**src/hdl/tnrx_pkg.sv**
```systemverilog
`default_nettype none

package tnrx_pkg;

  localparam logic [7:0] CMD_IAC  = 8'd255;
  localparam logic [7:0] CMD_DONT = 8'd254;
  localparam logic [7:0] CMD_DO   = 8'd253;
  localparam logic [7:0] CMD_WONT = 8'd252;
  localparam logic [7:0] CMD_WILL = 8'd251;

  localparam logic [7:0] OPT_BINARY = 8'd0;
  localparam logic [7:0] OPT_ECHO   = 8'd1;
  localparam logic [7:0] OPT_SGA    = 8'd3;

  // words produced by one received byte: none, one data word, or a 3-word reply
  typedef struct packed {
    logic [1:0] cnt;
    logic       to_peer;
    logic [7:0] b0;
    logic [7:0] b1;
    logic [7:0] b2;
  } tnrx_res_t;

endpackage

`default_nettype wire

```
**src/hdl/tnrx_if.sv**
```systemverilog
`default_nettype none

interface tnrx_in_if;
  logic       valid;
  logic       ready;
  logic [7:0] rx_byte;

  modport source (output valid, output rx_byte, input ready);
  modport sink (input valid, input rx_byte, output ready);
endinterface

interface tnrx_out_if;
  logic       valid;
  logic       ready;
  logic [7:0] out_byte;
  logic       to_peer;
  logic       last;

  modport source (output valid, output out_byte, output to_peer, output last, input ready);
  modport sink (input valid, input out_byte, input to_peer, input last, output ready);
endinterface

`default_nettype wire

```
**src/hdl/tnrx_parser.sv**
```systemverilog
`default_nettype none

module tnrx_parser (
  input  logic                clk,
  input  logic                rst_n,
  input  logic                take,
  input  logic [7:0]          rx_byte,
  output tnrx_pkg::tnrx_res_t res
);
  import tnrx_pkg::*;

  typedef enum logic [2:0] {
    ST_DATA,
    ST_IAC,
    ST_WILL,
    ST_DO,
    ST_SKIP
  } state_t;

  state_t state_r;
  state_t state_nxt;
  logic   opt_ok;

  assign opt_ok = (rx_byte inside {OPT_BINARY, OPT_ECHO, OPT_SGA});

  always_comb begin
    state_nxt = ST_DATA;
    res       = '0;
    case (state_r)
      ST_IAC: begin
        if (rx_byte == CMD_IAC) begin
          res.cnt = 2'd1;
          res.b0  = CMD_IAC;
        end else if (rx_byte == CMD_WILL) begin
          state_nxt = ST_WILL;
        end else if (rx_byte == CMD_DO) begin
          state_nxt = ST_DO;
        end else if (rx_byte == CMD_WONT || rx_byte == CMD_DONT) begin
          state_nxt = ST_SKIP;
        end
      end
      ST_WILL, ST_DO: begin
        if (!opt_ok) begin
          res.cnt     = 2'd3;
          res.to_peer = 1'b1;
          res.b0      = CMD_IAC;
          res.b1      = (state_r == ST_WILL) ? CMD_DONT : CMD_WONT;
          res.b2      = rx_byte;
        end
      end
      ST_SKIP: begin
        state_nxt = ST_DATA;
      end
      default: begin
        if (rx_byte == CMD_IAC) begin
          state_nxt = ST_IAC;
        end else begin
          res.cnt = 2'd1;
          res.b0  = rx_byte;
        end
      end
    endcase
  end

  always_ff @(posedge clk) begin
    if (!rst_n) begin
      state_r <= ST_DATA;
    end else if (take) begin
      state_r <= state_nxt;
    end
  end

endmodule

`default_nettype wire

```
**src/hdl/telnet_rx_option_filter_core.sv**
```systemverilog
`default_nettype none

// Channel  Dir  Payload                        Handshake
// in_ch    in   rx_byte[7:0]                   valid/ready
// out_ch   out  out_byte[7:0], to_peer, last   valid/ready
//
// One received byte per cycle unless out_ch stalls or a refusal drains; its words
// show on out_ch the cycle after acceptance. A 3-word refusal holds in_ch.ready low
// while the output buffer drains (the buffer is the limiting unit).
// rst_n is synchronous: parser returns to the data state and the buffer empties.
// Output stalls propagate straight back to in_ch.ready; no word is dropped.

module telnet_rx_option_filter_core (
  input  logic     clk,
  input  logic     rst_n,
  tnrx_in_if.sink  in_ch,
  tnrx_out_if.source out_ch
);
  import tnrx_pkg::*;

  tnrx_res_t  res;
  logic       take;
  logic       pop;
  logic [1:0] cnt_r;
  logic       peer_r;
  logic [7:0] b0_r;
  logic [7:0] b1_r;
  logic [7:0] b2_r;

  assign pop         = out_ch.valid && out_ch.ready;
  assign in_ch.ready = (cnt_r == 2'd0) || (cnt_r == 2'd1 && out_ch.ready);
  assign take        = in_ch.valid && in_ch.ready;

  tnrx_parser u_parser (
    .clk     (clk),
    .rst_n   (rst_n),
    .take    (take),
    .rx_byte (in_ch.rx_byte),
    .res     (res)
  );

  always_ff @(posedge clk) begin
    if (!rst_n) begin
      cnt_r <= 2'd0;
    end else if (take) begin
      cnt_r <= res.cnt;
    end else if (pop) begin
      cnt_r <= cnt_r - 2'd1;
    end
  end

  // word buffer: head in b0_r, shifts down as words leave
  always_ff @(posedge clk) begin
    if (take) begin
      peer_r <= res.to_peer;
      b0_r   <= res.b0;
      b1_r   <= res.b1;
      b2_r   <= res.b2;
    end else if (pop) begin
      b0_r <= b1_r;
      b1_r <= b2_r;
    end
  end

  assign out_ch.valid    = (cnt_r != 2'd0);
  assign out_ch.out_byte = b0_r;
  assign out_ch.to_peer  = peer_r;
  assign out_ch.last     = (cnt_r == 2'd1);

endmodule

`default_nettype wire

```
**src/flat_wrapper.sv**
```systemverilog
// flat-port wrapper written by rule: the top's interface ports become plain ports
module telnet_rx_option_filter_core_flat import tnrx_pkg::*;
  (clk, rst_n, in_ch_valid, in_ch_rx_byte, in_ch_ready, out_ch_valid, out_ch_out_byte, out_ch_to_peer, out_ch_last, out_ch_ready);
  tnrx_in_if in_ch_i ();
  tnrx_out_if out_ch_i ();
  input  logic clk;
  input  logic rst_n;
  input wire logic [$bits(in_ch_i.valid)-1:0] in_ch_valid;
  input wire logic [$bits(in_ch_i.rx_byte)-1:0] in_ch_rx_byte;
  output wire logic [$bits(in_ch_i.ready)-1:0] in_ch_ready;
  output wire logic [$bits(out_ch_i.valid)-1:0] out_ch_valid;
  output wire logic [$bits(out_ch_i.out_byte)-1:0] out_ch_out_byte;
  output wire logic [$bits(out_ch_i.to_peer)-1:0] out_ch_to_peer;
  output wire logic [$bits(out_ch_i.last)-1:0] out_ch_last;
  input wire logic [$bits(out_ch_i.ready)-1:0] out_ch_ready;
  assign in_ch_i.valid = in_ch_valid;
  assign in_ch_i.rx_byte = in_ch_rx_byte;
  assign in_ch_ready = in_ch_i.ready;
  assign out_ch_valid = out_ch_i.valid;
  assign out_ch_out_byte = out_ch_i.out_byte;
  assign out_ch_to_peer = out_ch_i.to_peer;
  assign out_ch_last = out_ch_i.last;
  assign out_ch_i.ready = out_ch_ready;
  telnet_rx_option_filter_core u_core (.clk(clk), .rst_n(rst_n), .in_ch(in_ch_i), .out_ch(out_ch_i));
endmodule
```
**config.mk**
```make
export PLATFORM = sky130hd
export DESIGN_NAME = telnet_rx_option_filter_core_flat
export DESIGN_NICKNAME = d
export VERILOG_FILES = /design/src/hdl/tnrx_pkg.sv /design/src/hdl/tnrx_if.sv /design/src/hdl/tnrx_parser.sv /design/src/hdl/telnet_rx_option_filter_core.sv /design/src/flat_wrapper.sv
export SDC_FILE = /design/constraint.sdc
export NUM_CORES = 1
export LEC_CHECK = 0
export BUFFER_PORTS_ARGS = -buffer_cell sky130_fd_sc_hd__buf_2
export CAP_MARGIN = 15
export CORE_MARGIN = 2
export CORE_UTILIZATION = 57
export CTS_BUF_LIST = sky130_fd_sc_hd__clkbuf_8
export CTS_CLUSTER_SIZE = 14
export DETAILED_ROUTE_END_ITERATION = 8
export PLACE_DENSITY = 0.88
export SLEW_MARGIN = 25
export SYNTH_ARGS = -nofsm -noshare
export SYNTH_HDL_FRONTEND = slang
export SYNTH_SLANG_ARGS = --single-unit
```
**constraint.sdc**
```tcl
create_clock -name clk -period 2.1 [get_ports clk]
set_input_delay 0.42 -clock clk [delete_from_list [all_inputs] [get_ports clk]]
set_output_delay 0.42 -clock clk [all_outputs]
set_load 0.01 [all_outputs]
```
==> results of run 1 <==
report_power, final:
| group | switching, mW | total, mW | internal [mW] | leakage (nW) |
|---|---|---|---|---|
| clock network | 0.205 | 0.674 | 0.469 | 0.0658 |
| logic | 0.215 | 0.372 | 0.157 | 0.409 |
| registers | 0.0312 | 0.816 | 0.785 | 0.290 |
| total | 0.451 | 1.86 | 1.41 | 0.765 |
through the flow:
stage	instance area, µm²	instances	util (%)	power [mW]	hold slack [ns]
3_3_place_gp	1620	172	67.4	1.17	0.490
4_1_cts	1760	180	72.9	1.87	0.430
5_1_grt	1760	180	73.1	1.94	0.455
2_1_floorplan	1410	112	-	1.04	0.471
6_report	1760	180	73.1	1.86	0.437
3_5_place_dp	1620	172	67.4	1.19	0.506
cell usage after synthesis, types with 2 or more instances:
cell and number:
o31ai_1 3, nor2_1 5, inv_1 9, edfxtp_1 25
clkbuf_1 2, nand4_1 2, nor2b_1 2, a31oi_1 2
nand3_1 5, a21o_1 8, mux2i_1 2, ha_1 2
xor2_1 2, a221o_1 6, dfxtp_1 5, and2_1 10
nand2_1 5, o21ai_0 4
routing by layer:
layer  GRT usage, %  routed length [µm]
met1           29.2                1200
met2           38.8                1450
met3           7.50                 209
met4           10.7                  50
met5              0                   0
worst max path at each step:
stage	slack [ns]	to	depth (start not counted)	start
floorplan	0.12	u_core.out_ch.out_byte[0]	4	in_ch_rx_byte[2]
global placement	0.09	u_core.out_ch.out_byte[1]	6	in_ch_rx_byte[2]
detailed placement	0.05	u_core.out_ch.out_byte[1]	6	in_ch_rx_byte[2]
CTS	0.11	u_core.out_ch.out_byte[0]	7	u_core.cnt_r[0]
global route	0.04	u_core.out_ch.out_byte[0]	7	u_core.cnt_r[0]
finish	0.14	u_core.out_ch.out_byte[0]	7	u_core.cnt_r[0]
final cells by class:
type	count	area [µm²]	share of cell area, %
sequential	30	851	48.3
multi-input combinational	71	519	29.5
timing repair buffer	32	186	10.6
clock buffer	5	68.8	3.91
clock inverter	3	63.8	3.62
tap	30	37.5	2.13
inverter	9	33.8	1.92
sequential cells by signal, indices dropped and copies added (netlist names):
signal / flops
u_core.cnt_r: 2
u_core.b1_r: 8
u_core.u_parser.state_r: 3
u_core.out_ch.to_peer: 1
u_core.out_ch.out_byte: 8
u_core.b2_r: 8
kinds of logic (layout without fill, tap and decap cells):
kind of cell             after synthesis  in the layout  share of synthesized area [%]
buffers and inverters                 11             49                           2.93
flip-flops                            30             30                           60.3
AND/OR/NAND/NOR                       33             33                           13.1
XOR/XNOR                               3              3                           1.86
AO/OA/AOI/OAI                         31             31                           18.6
multiplexers                           2              2                           1.42
adder cells (fa/ha/maj)                2              2                           1.77
worst register-to-register path, delay by kind of cell, from the launching register on:
family / cells / cell delay [ns]
AO/OA/AOI/OAI: 3 / 0.56
flip-flops: 1 / 0.37
buffers and inverters: 2 / 0.28
adder cells (fa/ha/maj): 1 / 0.25
AND/OR/NAND/NOR: 1 / 0.23
repair_timing:
| action | 4_1_cts | 5_1_grt |
|---|---|---|
| setup endpoints to repair | 0 | 2 |
| gates resized for setup | 0 | 1 |
| hold endpoints to repair | 0 | 0 |
==> out/metrics.yaml, run 1 <==
slew_viol_final: 0
coreArea_um2: 2410
tightest_slew_ns: 0.814
cts_tree: "yes"
yosysTopAreaCellShare_pct: 53.2
synth_nets: 126
p_leak_nw: 0.765
drt_iter0_drc: 42
cp-start-kind: "flip-flop"
initial_core_util_pct: 58.6
timing.rr.start: "u_core.cnt_r[0]"
r2r_cells: 7
status: "finished, final reports clean"
hpwl_mm: 2.05
arrival_ns: 1.98
vias: 1088
first_pass_iters: 4
clock_sinks: 30
diodes: 0
cp_slowest_stage_delay_ns: 0.37
htreeDepth: 2
synthArstFlopShare_pct: 0
place_ws_ns: 0.0511
synthTopCellsByArea: "edfxtp_1 53%, dfxtp_1 7.1%, and2_1 4.4%"
synth_seq_area_share_pct: 60.3
die_width_um: 53.8
clockBufferDepth: 2
rsz0062_at_grt: "false"
fillers: 169
cts_setup_buffers: 0
cp_top_family: "compound AO/OA/AOI/OAI gates"
synth_flop_cell: "edfxtp_1"
finalCriticalPeriod_ns: 1.96
synth_edf_count: 25
clk_latency_ns: 0.28
antenna_left: 0
dieHeight_um: 53.8
root_buffer: "clkbuf_8"
crit_chain: "inv_1 -> ha_1 -> a21o_1 -> nand2_1 -> buf_6 -> a21oi_2 -> a221o_1"
final_cell_mix: "25 x edfxtp_1, 23 x buf_2, 10 x and2_1"
cp_slowest_cell: "dfxtp_1"
via_per_inst: 6.04
io_pins: 24
synth_seq_cells: 30
rows: 18
syn-instance-count: 112
max_freq_ghz: 0.510
area_growth_pct: 24.7
crit_type: "flip-flop to flip-flop"
wl_per_cell_um: 16.2
overflow: 0
ir_worst_vdd_mv: 1.13
fin_setup_tns_ns: 0
end_kind: "flip-flop"
final_common_cell: "edfxtp_1"
cts.clk_slew.worst_paths_ns: 0.06
hold_path_depth: 2
antenna_found_initial: 0
ff2ff_setup_slack_ns: 0.14
postRouteWirelength_mm: 2.91
port_buffers: 23
yosys_warnings: 0
drive_above_1_share_pct: 29.3
skew_ns: 0.00627
max_slew_margin_pct: 44.3
syn-cell-area_um2: 1410
grt_pass1_wl_mm: 4.59
grt_max_degree: 19
cts.hold.buffers_added: 0
cts_buffers: 5
rr_endpoint: "u_core.out_ch.out_byte[0]"
hold_viol: 0
place_congestion: 0.775
cp_num_buf_inv: 2
finalSetupViolations: 0
synth_largest_area_cell: "edfxtp_1"
hold_end: "u_core.u_parser.state_r[2]"
setup_slack_ns: 0.141
remaining_drc_errors: 0
p_per_area_nw_per_um2: 1060
grt_pass1_vias: 969
critPathRequiredTime_ns: 2.12
finalCritPeriodShare_pct: 93.3
finish.net_count: 163
crit_fanout: 18
syn_area_per_cell_um2: 12.6
synthDistinctLibCells: 31
hold_path.class: "input pin to flip-flop"
die_area_um2: 2890
grt.total_usage_pct: 23.9
hold_start: "in_ch_rx_byte[0]"
maxCapViolations: 0
No activity file was read; power rests on OpenSTA's default activity.
==> run 2, diff against run 1 <==
Settings changed: BUFFER_PORTS_ARGS -buffer_cell sky130_fd_sc_hd__buf_2 to -buffer_cell sky130_fd_sc_hd__buf_4.
==> out/metrics.yaml, run 2 (synthesized netlist as in run 1, its figures left out) <==
cp_num_buf_inv: 2  # unchanged
p_per_area_nw_per_um2: 943  # was 1060 nW/µm²
met2_length_mm: 1.34  # was 1.45 mm
crit_chain: "inv_1 -> ha_1 -> a21o_1 -> nand2_1 -> buf_4 -> a21oi_2 -> a221o_1"  # was inv_1 -> ha_1 -> a21o_1 -> nand2_1 -> buf_6 -> a21oi_2 -> a221o_1
hold_viol: 0  # unchanged
hpwl_mm: 2.06  # was 2.05 mm
cts_setup_buffers: 0  # unchanged
timing.rr.start: "u_core.cnt_r[0]"  # unchanged
die_area_um2: 2890  # unchanged
grt.total_usage_pct: 22.3  # was 23.9%
place_congestion: 0.833  # was 0.775
fillers: 165  # was 169
grt_max_degree: 20  # was 19
remaining_drc_errors: 0  # unchanged
finish.net_count: 161  # was 163
port_buffers: 23  # unchanged
grt_pass1_wl_mm: 4.29  # was 4.59 mm
final_common_cell: "buf_4"  # was edfxtp_1
finalSetupViolations: 0  # unchanged
status: "finished, final reports clean"  # unchanged
cp_top_family: "compound AO/OA/AOI/OAI gates"  # unchanged
dieHeight_um: 53.8  # unchanged
final_cells: 178  # was 180
final_cell_mix: "30 x buf_4, 25 x edfxtp_1, 10 x and2_1, 10 x inv_1, 8 x a21o_1"  # was 25 x edfxtp_1, 23 x buf_2, 10 x and2_1
via_per_inst: 5.73  # was 6.04
cts_buffers: 5  # unchanged
finalCriticalPeriod_ns: 1.97  # was 1.96 ns
met3_length_um: 167  # was 209 µm
antenna_left: 0  # unchanged
ff2ff_setup_slack_ns: 0.13  # was 0.14 ns
rsz0062_at_grt: "false"  # unchanged
p_leak_nw: 0.753  # was 0.765 nW
overflow: 0  # unchanged
crit_fanout: 19  # was 18
maxCapViolations: 0  # unchanged
coreArea_um2: 2410  # unchanged
clockBufferDepth: 2  # unchanged
cts.clk_slew.worst_paths_ns: 0.06  # about the same
critPathRequiredTime_ns: 2.13  # was 2.12 ns
clk_latency_ns: 0.28  # about the same
cts_resized: 0  # unchanged
io_pins: 24  # unchanged
drive_above_1_share_pct: 27.7  # was 29.3%
initial_core_util_pct: 58.6  # unchanged
rows: 18  # unchanged
root_buffer: "clkbuf_8"  # unchanged
first_pass_iters: 4  # unchanged
tightest_slew_ns: 0.582  # was 0.814 ns
cp-start-kind: "flip-flop"  # unchanged
drt_iter0_drc: 39  # was 42
cts.hold.buffers_added: 0  # unchanged
wl_per_cell_um: 15.5  # was 16.2 µm
skew_ns: 0.00441  # was 0.00627 ns
clock_sinks: 30  # unchanged
ir_worst_vdd_mv: 0.655  # was 1.13 mV
slew_viol_final: 0  # unchanged
cp_slowest_cell: "dfxtp_1"  # unchanged
die_width_um: 53.8  # unchanged
grt_pass1_vias: 960  # was 969
max_slew_margin_pct: 60.2  # was 44.3%
hold_start: "in_ch_rx_byte[0]"  # unchanged
fin_setup_tns_ns: 0  # unchanged
postRouteWirelength_mm: 2.76  # was 2.91 mm
cp_slowest_stage_delay_ns: 0.37  # about the same
worst-path-stages: 7  # unchanged
vias: 1020  # was 1088
cts_tree: "yes"  # unchanged
max_freq_ghz: 0.508  # was 0.510 GHz
htreeDepth: 2  # unchanged
crit_type: "flip-flop to flip-flop"  # unchanged
rr_endpoint: "u_core.out_ch.out_byte[3]"  # was u_core.out_ch.out_byte[0]
arrival_ns: 2.00  # was 1.98 ns
hold_path.class: "input pin to flip-flop"  # unchanged
whs_ns: 0.389  # was 0.437 ns
diodes: 0  # unchanged
end_kind: "flip-flop"  # unchanged
r2r_cells: 7  # unchanged
antenna_found_initial: 0  # unchanged
dp.cells: 170  # was 172
hold_path_depth: 2  # unchanged
top_layer: "met4"  # unchanged
finalCritPeriodShare_pct: 93.8  # was 93.3%
hold_end: "u_core.u_parser.state_r[2]"  # unchanged
area_growth_pct: 23.8  # was 24.7%
wl_met1_mm: 1.20  # about the same
[run 2: cell count changes in the layout (fill, tap and decap cells not counted)]
| cell | delta |
|---|---|
| buf_6 | -1 |
| inv_1 | +1 |
| bufinv_16 | -2 |
| buf_2 | -23 |
| clkinv_2 | +1 |
| buf_4 | +22 |
[run 2: metal layers]
metal  vias up  GRT usage (%)
li1        502              -
met1       477           27.9
met2        35           35.6
met3         6           5.83
met4         0           11.5
met5         -              0
[run 2: final cells by class]
cell class / count / area [µm²] / area share [%]
clock inverters: 3 / 12.5 / 0.716
clock buffers: 5 / 68.8 / 3.94
well taps: 30 / 37.5 / 2.15
inverters: 9 / 33.8 / 1.93
repair buffers: 30 / 225 / 12.9
multi-input cells: 71 / 519 / 29.7
flip-flops and latches: 30 / 851 / 48.7
[run 2: how the worst max path moves through the flow]
stage,from,end,slack [ns]
4_1_cts,u_core.cnt_r[0],u_core.out_ch.out_byte[5],0.14
2_1_floorplan,in_ch_rx_byte[2],u_core.out_ch.out_byte[0],0.12
3_5_place_dp,in_ch_rx_byte[2],u_core.out_ch.out_byte[2],0.01
6_report,u_core.cnt_r[0],u_core.out_ch.out_byte[3],0.13
3_3_place_gp,in_ch_rx_byte[2],u_core.out_ch.out_byte[2],0.07
5_1_grt,u_core.cnt_r[0],u_core.out_ch.out_byte[0],0.03
[run 2: through the flow]
| step | worst slack [ns] | utilization, % | power (mW) | instance area [µm²] |
|---|---|---|---|---|
| floorplan | 0.118 | - | 1.04 | 1410 |
| global placement | 0.0743 | 69.2 | 1.21 | 1670 |
| detailed placement | 0.0123 | 69.2 | 1.23 | 1670 |
| CTS | 0.138 | 72.5 | 1.65 | 1750 |
| global route | 0.0346 | 72.5 | 1.71 | 1750 |
| finish | 0.131 | 72.5 | 1.65 | 1750 |
[run 2: where the power goes]
part	total [mW]	leakage, nW	internal, mW	switching [mW]
Combinational	0.399	0.416	0.189	0.210
Sequential	0.819	0.290	0.785	0.0337
Clock	0.430	0.0468	0.222	0.208
Total	1.65	0.753	1.20	0.452
